**config.mk**
```make
export PLATFORM = sky130hd
export DESIGN_NAME = mqtt_inbound_packet_parser_unit
export DESIGN_NICKNAME = d
export VERILOG_FILES = /design/src/rtl/core/mqttp_pkg.sv /design/src/rtl/core/mqttp_in_stage.sv /design/src/rtl/core/mqttp_parse.sv /design/src/rtl/core/mqttp_out_stage.sv /design/src/rtl/core/mqtt_inbound_packet_parser_unit.sv
export VERILOG_INCLUDE_DIRS = /design/src /design/src/rtl/core
export SDC_FILE = /design/constraint.sdc
export NUM_CORES = 1
export LEC_CHECK = 0
export ABC_AREA = 1
export BUFFER_PORTS_ARGS = -buffer_cell sky130_fd_sc_hd__buf_2
export CAP_MARGIN = 20
export CORE_UTILIZATION = 45
export DETAILED_ROUTE_END_ITERATION = 7
export PLACE_DENSITY = 0.7
export SLEW_MARGIN = 20
export SYNTH_ARGS = -nofsm -noshare
export SYNTH_HDL_FRONTEND = slang
export SYNTH_SLANG_ARGS = --single-unit
```
**constraint.sdc**
```tcl
create_clock -name i_clk -period 2.8 [get_ports i_clk]
set_clock_uncertainty 0.1 [all_clocks]
set_input_delay 0.42 -clock i_clk [delete_from_list [all_inputs] [get_ports i_clk]]
set_output_delay 0.42 -clock i_clk [all_outputs]
set_load 0.05 [all_outputs]
```
**src/rtl/core/mqtt_inbound_packet_parser_unit_defines.svh**
```systemverilog
// Assertion macros shared by the MQTT inbound parser RTL.
// Each file that checks its own logic includes this header.
`ifndef MQTT_INBOUND_PACKET_PARSER_UNIT_DEFINES_SVH
`define MQTT_INBOUND_PACKET_PARSER_UNIT_DEFINES_SVH

// Implication checked in the same cycle, off while reset is asserted.
`define MQTTP_ASSERT_NOW(label, clk, rst_n, ante, cons) \
    label: assert property (@(posedge clk) disable iff (!rst_n) (ante) |-> (cons)) \
        else $error("mqttp: assertion failed");

// Implication checked in the cycle after the antecedent.
`define MQTTP_ASSERT_NEXT(label, clk, rst_n, ante, cons) \
    label: assert property (@(posedge clk) disable iff (!rst_n) (ante) |=> (cons)) \
        else $error("mqttp: assertion failed");

`endif

```
**src/rtl/core/mqttp_pkg.sv**
```systemverilog
// Shared types and constants of the MQTT inbound packet parser.
// No dependencies; imported by every module of the block.
package mqttp_pkg;

    typedef enum logic [2:0] {
        ROLE_HEADER  = 3'd0,
        ROLE_LENGTH  = 3'd1,
        ROLE_TLEN    = 3'd2,
        ROLE_TOPIC   = 3'd3,
        ROLE_VALUE   = 3'd4,
        ROLE_CONNACK = 3'd5,
        ROLE_SKIP    = 3'd6,
        ROLE_DISCARD = 3'd7
    } t_role;

    typedef enum logic [1:0] {
        LINK_CONNECTING = 2'd0,
        LINK_CONNACKED  = 2'd1,
        LINK_UNKNOWN    = 2'd2,
        LINK_STREAM_ERR = 2'd3
    } t_link;

    localparam logic [3:0] KIND_CONNACK = 4'd2;
    localparam logic [3:0] KIND_PUBLISH = 4'd3;

    localparam int unsigned LEN_W   = 28;
    localparam int unsigned TOPIC_W = 16;

    typedef struct packed {
        logic [7:0] byte_out;
        t_role      role;
        logic [3:0] kind;
        logic       pkt_end;
        t_link      status;
        logic [7:0] ret_code;
    } t_result;

endpackage

```
**src/rtl/core/mqttp_in_stage.sv**
```systemverilog
// Input register of the MQTT inbound parser: holds one received byte.
// Depends on mqttp_pkg.
module mqttp_in_stage
    import mqttp_pkg::*;
(
    input  logic       i_clk,
    input  logic       i_rst_n,
    input  logic       i_valid,
    input  logic [7:0] i_byte,
    output logic       o_ready,
    input  logic       i_take,
    output logic       o_advance,
    output logic [7:0] o_byte
);

    logic       r_valid;
    logic [7:0] r_byte;

    assign o_ready   = !r_valid || i_take;
    assign o_advance = r_valid && i_take;
    assign o_byte    = r_byte;

    always_ff @(posedge i_clk) begin
        if (!i_rst_n) begin
            r_valid <= 1'b0;
        end else if (o_ready) begin
            r_valid <= i_valid;
        end
        if (i_valid && o_ready) begin
            r_byte <= i_byte;
        end
    end

endmodule

```
**src/rtl/core/mqttp_parse.sv**
```systemverilog
// Parser state and per-byte decode of the MQTT inbound packet parser.
// Depends on mqttp_pkg and the assertion macros header.
`include "mqtt_inbound_packet_parser_unit_defines.svh"

module mqttp_parse
    import mqttp_pkg::*;
(
    input  logic       i_clk,
    input  logic       i_rst_n,
    input  logic       i_advance,
    input  logic [7:0] i_byte,
    output t_result    o_result
);

    typedef enum logic [2:0] {
        PH_HEADER  = 3'd0,
        PH_LENGTH  = 3'd1,
        PH_TLEN_HI = 3'd2,
        PH_TLEN_LO = 3'd3,
        PH_TOPIC   = 3'd4,
        PH_VALUE   = 3'd5,
        PH_CONNACK = 3'd6,
        PH_SKIP    = 3'd7
    } t_phase;

    t_phase               r_phase,   n_phase;
    logic [LEN_W-1:0]     r_left,    n_left;
    logic [1:0]           r_vcount,  n_vcount;
    logic [3:0]           r_kind,    n_kind;
    logic [TOPIC_W-1:0]   r_tleft,   n_tleft;
    logic [7:0]           r_thigh,   n_thigh;
    logic                 r_len2,    n_len2;
    t_link                r_link,    n_link;
    logic [7:0]           r_ack,     n_ack;

    t_role                role;
    logic                 pkt_end;
    logic [LEN_W-1:0]     group;
    logic [LEN_W-1:0]     left_or;
    logic [LEN_W-1:0]     left_dec;
    logic [TOPIC_W-1:0]   tcount;
    logic [TOPIC_W-1:0]   tleft_dec;

    always_comb begin
        case (r_vcount)
            2'd0:    group = {21'd0, i_byte[6:0]};
            2'd1:    group = {14'd0, i_byte[6:0], 7'd0};
            2'd2:    group = {7'd0, i_byte[6:0], 14'd0};
            default: group = {i_byte[6:0], 21'd0};
        endcase
    end

    assign left_or   = r_left | group;
    assign left_dec  = r_left - LEN_W'(1);
    assign tcount    = {r_thigh, i_byte};
    assign tleft_dec = r_tleft - TOPIC_W'(1);

    always_comb begin
        n_phase  = r_phase;
        n_left   = r_left;
        n_vcount = r_vcount;
        n_kind   = r_kind;
        n_tleft  = r_tleft;
        n_thigh  = r_thigh;
        n_len2   = r_len2;
        n_link   = r_link;
        n_ack    = r_ack;
        role     = ROLE_DISCARD;
        pkt_end  = 1'b0;

        if (r_link == LINK_STREAM_ERR) begin
            role = ROLE_DISCARD;
        end else if (r_phase == PH_HEADER) begin
            role     = ROLE_HEADER;
            n_kind   = i_byte[7:4];
            n_left   = '0;
            n_vcount = 2'd0;
            n_phase  = PH_LENGTH;
        end else if (r_phase == PH_LENGTH) begin
            if (r_vcount == 2'd3 && i_byte[7]) begin
                role   = ROLE_DISCARD;
                n_link = LINK_STREAM_ERR;
            end else begin
                role   = ROLE_LENGTH;
                n_left = left_or;
                if (i_byte[7]) begin
                    n_vcount = r_vcount + 2'd1;
                end else begin
                    n_vcount = 2'd0;
                    n_len2   = (left_or == LEN_W'(2));
                    if (left_or == '0) begin
                        pkt_end = 1'b1;
                        n_phase = PH_HEADER;
                        // A CONNACK of zero length is a CONNACK of the wrong length.
                        if (r_kind == KIND_CONNACK) begin
                            n_link = (r_link == LINK_CONNACKED) ? LINK_STREAM_ERR
                                                                : LINK_UNKNOWN;
                        end
                    end else if (r_kind == KIND_CONNACK) begin
                        n_phase = PH_CONNACK;
                    end else if (r_kind == KIND_PUBLISH && left_or >= LEN_W'(2)) begin
                        n_phase = PH_TLEN_HI;
                    end else begin
                        n_phase = PH_SKIP;
                    end
                end
            end
        end else begin
            n_left  = left_dec;
            pkt_end = (left_dec == '0);
            case (r_phase)
                PH_CONNACK: begin
                    role = ROLE_CONNACK;
                    if (pkt_end) begin
                        if (r_link == LINK_CONNACKED) begin
                            n_link = LINK_STREAM_ERR;
                        end else if (r_len2) begin
                            n_link = LINK_CONNACKED;
                            n_ack  = i_byte;
                        end else begin
                            n_link = LINK_UNKNOWN;
                        end
                    end
                end
                PH_SKIP: begin
                    role = ROLE_SKIP;
                end
                PH_TLEN_HI: begin
                    role    = ROLE_TLEN;
                    n_thigh = i_byte;
                    n_phase = PH_TLEN_LO;
                end
                PH_TLEN_LO: begin
                    role = ROLE_TLEN;
                    // An overrunning topic length leaves the topic empty.
                    if (tcount != '0 && {12'd0, tcount} <= left_dec) begin
                        n_tleft = tcount;
                        n_phase = PH_TOPIC;
                    end else begin
                        n_tleft = '0;
                        n_phase = PH_VALUE;
                    end
                end
                PH_TOPIC: begin
                    role    = ROLE_TOPIC;
                    n_tleft = tleft_dec;
                    if (tleft_dec == '0) begin
                        n_phase = PH_VALUE;
                    end
                end
                default: begin
                    role = ROLE_VALUE;
                end
            endcase
            if (pkt_end) begin
                n_phase = PH_HEADER;
            end
        end
    end

    always_comb begin
        o_result.byte_out = i_byte;
        o_result.role     = role;
        o_result.kind     = n_kind;
        o_result.pkt_end  = pkt_end;
        o_result.status   = n_link;
        o_result.ret_code = n_ack;
    end

    always_ff @(posedge i_clk) begin
        if (!i_rst_n) begin
            r_phase  <= PH_HEADER;
            r_left   <= '0;
            r_vcount <= 2'd0;
            r_kind   <= 4'd0;
            r_tleft  <= '0;
            r_thigh  <= 8'd0;
            r_len2   <= 1'b0;
            r_link   <= LINK_CONNECTING;
            r_ack    <= 8'd0;
        end else if (i_advance) begin
            r_phase  <= n_phase;
            r_left   <= n_left;
            r_vcount <= n_vcount;
            r_kind   <= n_kind;
            r_tleft  <= n_tleft;
            r_thigh  <= n_thigh;
            r_len2   <= n_len2;
            r_link   <= n_link;
            r_ack    <= n_ack;
        end
    end

    `MQTTP_ASSERT_NEXT(a_stream_err_sticky, i_clk, i_rst_n,
        r_link == LINK_STREAM_ERR, r_link == LINK_STREAM_ERR)
    `MQTTP_ASSERT_NOW(a_vcount_in_length, i_clk, i_rst_n,
        r_vcount != 2'd0, r_phase == PH_LENGTH)
    `MQTTP_ASSERT_NOW(a_topic_nonempty, i_clk, i_rst_n,
        r_phase == PH_TOPIC && r_link != LINK_STREAM_ERR, r_tleft != '0)
    `MQTTP_ASSERT_NEXT(a_hold_when_idle, i_clk, i_rst_n,
        !i_advance, $stable(r_phase) && $stable(r_left) && $stable(r_link))

endmodule

```
**src/rtl/core/mqttp_out_stage.sv**
```systemverilog
// Result register of the MQTT inbound parser: holds one tagged byte.
// Depends on mqttp_pkg.
module mqttp_out_stage
    import mqttp_pkg::*;
(
    input  logic    i_clk,
    input  logic    i_rst_n,
    input  logic    i_load,
    input  t_result i_result,
    output logic    o_free,
    output logic    o_valid,
    input  logic    i_ready,
    output t_result o_result
);

    logic    r_valid;
    t_result r_result;

    assign o_free   = !r_valid || i_ready;
    assign o_valid  = r_valid;
    assign o_result = r_result;

    always_ff @(posedge i_clk) begin
        if (!i_rst_n) begin
            r_valid <= 1'b0;
        end else if (o_free) begin
            r_valid <= i_load;
        end
        if (i_load) begin
            r_result <= i_result;
        end
    end

endmodule

```
**src/rtl/core/mqtt_inbound_packet_parser_unit.sv**
```systemverilog
// MQTT inbound packet parser: tags each received byte with its role in the packet.
// A byte passes one input register, one decode pass and one result register to the ports.
// Throughput: one byte per cycle while the result register is empty or i_out_ready is high.
// Reset (synchronous, active low) empties both registers, returns the parser to
// expecting a header byte and sets the connection status to connecting.
module mqtt_inbound_packet_parser_unit
    import mqttp_pkg::*;
(
    input  logic       i_clk,
    input  logic       i_rst_n,
    input  logic       i_rx_valid,
    output logic       o_rx_ready,
    input  logic [7:0] i_rx_byte,
    output logic       o_out_valid,
    input  logic       i_out_ready,
    output logic [7:0] o_byte_out,
    output logic [2:0] o_byte_role,
    output logic [3:0] o_packet_kind,
    output logic       o_packet_end,
    output logic [1:0] o_conn_status,
    output logic [7:0] o_return_code
);

    logic       out_free;
    logic       advance;
    logic [7:0] held_byte;
    t_result    step_result;
    t_result    out_result;

    mqttp_in_stage u_in_stage (
        .i_clk     (i_clk),
        .i_rst_n   (i_rst_n),
        .i_valid   (i_rx_valid),
        .i_byte    (i_rx_byte),
        .o_ready   (o_rx_ready),
        .i_take    (out_free),
        .o_advance (advance),
        .o_byte    (held_byte)
    );

    mqttp_parse u_parse (
        .i_clk     (i_clk),
        .i_rst_n   (i_rst_n),
        .i_advance (advance),
        .i_byte    (held_byte),
        .o_result  (step_result)
    );

    mqttp_out_stage u_out_stage (
        .i_clk    (i_clk),
        .i_rst_n  (i_rst_n),
        .i_load   (advance),
        .i_result (step_result),
        .o_free   (out_free),
        .o_valid  (o_out_valid),
        .i_ready  (i_out_ready),
        .o_result (out_result)
    );

    assign o_byte_out    = out_result.byte_out;
    assign o_byte_role   = out_result.role;
    assign o_packet_kind = out_result.kind;
    assign o_packet_end  = out_result.pkt_end;
    assign o_conn_status = out_result.status;
    assign o_return_code = out_result.ret_code;

endmodule
```
==> metrics.md <==
| Metric | Value |
|---|---|
| Status | `finished clean` |
| Area growth syn-to-layout | `19.14%` |
| Finished Layout Cells | `1233` |
| Cell area after synthesis | `6928 µm²` |
| WP data required | `2950 ps` |
| CTS Sinks | `108` |
| Crit Path Max Fanout | `6` |
| # diodes | `0` |
| Vias in the first global route | `6016` |
| CTS tree | `built` |
| Layout cell share with drive strength beyond 1 | `23.55%` |
| Initial antenna violation count | `0` |
| Number of flops mapped to enable cells by yosys | `34` |
| Gpl congestion | `0.9066` |
| Register area share after synthesis | `36.12%` |
| Initial Utilization | `46.96%` |
| FP Rows | `44` |
| Final HPWL DP | `14.06 mm` |
| Crit path kind | `reg2reg` |
| H-tree levels | `3` |
| Clk Tree Root Cell | `clkbuf_16` |
| Distinct cell type count after synthesis | `41` |
| Setup crit end kind | `register` |
| Clock Latency Late Sink | `370 ps` |
| Ys flop type | `dfxtp_1` |
| First-pass DRT Iterations | `7` |
| Gr ovfl total | `0` |
| Gate power share | `40.8%` |
| First-pass GRT wire length | `30.62 mm` |
| Clock share of power | `25.7%` |
| Placed cell count | `1204` |
| DR iter-0 viols | `578` |
| Max Cap Violations | `0` |
| Fraction of registers with async set/reset | `0%` |
| Maximum clock frequency | `0.3720 GHz` |
| Relative slew slack | `57.17%` |
| Final cycle utilization of the critical path | `96.00%` |
| RSZ-0062 raised after global routing | `true` |
| Maximum VDD drop | `0.0004286 V` |
| GRT Overall Usage | `24.54%` |
| Pwr per Cell Area | `656.2 nW/µm²` |
| Endpoints failing setup | `0` |
| Drt wl/cell | `15.84 µm` |
| Num CTS Buffers | `9` |
| # hold bufs at CTS | `0` |
| Fin. max-slew vios | `0` |
| Hold Violations, Final | `0` |
| P_leak | `3.797 nW` |
| Via count | `6810` |
| Worst hold path type | `in2reg` |
| Average size of a mapped cell | `7.142 µm²` |
| Largest net degree at the start of global routing | `48` |
| Power share of the sequential group | `33.6%` |
| Setup TNS Final | `0 ps` |
| Die Area | `15890 µm²` |
| Vias per cell | `5.523` |
| Core area | `14750 µm²` |
| Pint | `3.255 mW` |
| DR DRC count | `0` |
| Worst path arrival time | `2830 ps` |
| I/O pin cnt | `40` |
| Worst Max-Slew Pin Slew | `642.5 ps` |
| Sw Share | `39.91%` |
| Startpoint types | `register` |
| Tmin final | `2688 ps` |
| Nets | `1080` |
| Routed WL | `19.53 mm` |
| Switch Pwr | `2.162 mW` |
| ANT nets after route | `0` |
| Synth warn | `0` |
| #FFs+latches synth | `108` |
| Post-synthesis cell count | `970` |
| Die boundary width | `126.1 µm` |
| Reg clk slew, reported paths | `80 ps` |
| Die Y | `126.1 µm` |
| Maximum clock path buffer count | `2` |
| Syn_nets | `1006` |
| I/O Buffers | `39` |
| # fillers | `1393` |
[placed cells by master (no fill, tap or decap), types with 9 or more instances in the layout]
master	netlist	layout
ha_1	24	18
nor2_4	14	19
inv_1	102	97
nor2_2	12	14
nand2_1	193	189
o21ai_2	9	10
a21oi_1	110	107
clkbuf_16	0	9
o21ai_0	63	61
xor2_1	11	9
buf_4	1	58
buf_2	3	39
dfxtp_1	74	67
nand4_1	16	16
nor2_1	105	98
nand2_2	28	31
nand3_1	64	60
edfxtp_1	34	34
[power by group through the flow]
stage          sequential, mW  clock, mW  combinational, mW
2_1_floorplan            1.89          0               1.41
3_3_place_gp             1.84          0               1.96
3_5_place_dp             1.85          0               1.99
4_1_cts                  1.81       1.41               2.03
5_1_grt                  1.83       1.48               2.43
6_report                 1.82       1.39               2.21
[layout make-up]
| type | instances | area [µm²] | area share [%] |
|---|---|---|---|
| Multi-Input combinational cell | 718 | 4094 | 49.60 |
| Inverter | 106 | 406.6 | 4.926 |
| Clock buffer | 9 | 225.2 | 2.729 |
| Timing Repair Buffer | 100 | 676.9 | 8.201 |
| Tap cell | 184 | 230.2 | 2.789 |
| Timing Repair inverter | 1 | 7.507 | 0.09095 |
| Clock inverter | 7 | 102.6 | 1.243 |
| Sequential cell | 108 | 2511 | 30.42 |
[cell usage after synthesis, drive strengths merged, types with 3 or more instances]
cell type	instances	area [µm²]
nand2	222	910.9
nor2	133	666.9
a21oi	112	568.1
inv	105	394.1
dfxtp	74	1481
o21ai	74	404.1
nand3	71	420.4
edfxtp	34	1021
clkbuf	29	108.9
ha	24	300.3
nand4	18	133.9
a31oi	12	75.07
xor2	11	96.34
buf	9	56.30
nor3	8	40.04
nor4	7	43.79
o211ai	7	52.55
xnor2	7	61.31
a211oi	3	22.52
o31ai	3	22.52
[cell families (layout without fill, tap and decap cells)]
logic type	Yosys count	after routing	synth area share, %
AOI/OAI and AO/OA	214	214	16.85
DFF	108	108	36.12
buffers and inverters	144	223	8.127
adders and majority gates	24	24	4.335
xor gates and xnor gates	18	18	2.276
and+or+nand+nor	462	462	32.29
[repair_timing]
action	4_1_cts	5_1_grt
setup endpoints to repair	15	39
pin swaps	1	24
gates resized for setup	6	56
gates cloned	0	1
setup buffers	1	12
[worst paths after layout]
path | from | end | slack, ps | depth (start not counted)
worst max-delay path | u_parse.r_left[6]$_SDFFE_PN0P_ | u_out_stage.o_result[10]$_SDFFCE_PP0P_ | 110 | 16
worst min-delay path | i_rx_byte[5] | u_in_stage.o_byte[5]$_DFFE_PP_ | 130 | 1
worst max register to register | u_parse.r_left[6]$_SDFFE_PN0P_ | u_out_stage.o_result[10]$_SDFFCE_PP0P_ | 110 | 16
worst min register to register | u_out_stage.o_valid$_SDFFE_PN0P_ | u_out_stage.o_valid$_SDFFE_PN0P_ | 410 | 2
[state kept, by name (all words and copies together), names as in the netlist]
name and cells:
u_in_stage.o_byte 8, u_in_stage.r_valid 1, u_out_stage.o_result 26, u_out_stage.o_valid 1, u_parse.r_ack 8, u_parse.r_kind 4
u_parse.r_left 28, u_parse.r_len2 1, u_parse.r_link 2, u_parse.r_phase 3, u_parse.r_thigh 8, u_parse.r_tleft 16
u_parse.r_vcount 2
[layer usage]
metal  vias to the layer above  GRT usage, %  share of wire [%]
met1                      3136         33.33                 45
met3                        45         5.268                6.9
met2                       259         38.67                 46
li1                       3370             -                  -
met4                         0         8.079                2.3
met5                         -             0                  0
[critical path: stages (launching register included)]
cell     delay (ps)
dfxtp_1         370
nor2_2          160
nand2_1         110
nor2_4          150
nand2_2          90
buf_4           140
buf_4           130
o21ai_1         120
nand2_1         110
nor2_4          160
nand3_4         110
nor2_8          180
nand2_1         110
nand2_1          80
inv_1            90
nor4_2          180
buf_4           160
[per-stage QoR]
stage	hold slack, ps	total power [mW]	setup slack, ps	util, %	area [µm²]
floorplan	351.2	3.299	13.25	-	6930
global placement	389.1	3.807	55.66	51.35	7576
detailed placement	399.8	3.837	-68.77	51.35	7576
CTS	120.7	5.256	16.19	53.83	7943
global route	115.3	5.729	-67.44	55.94	8254
finish	126.6	5.417	111.9	55.94	8254
No activity file was read; power rests on OpenSTA's default activity.
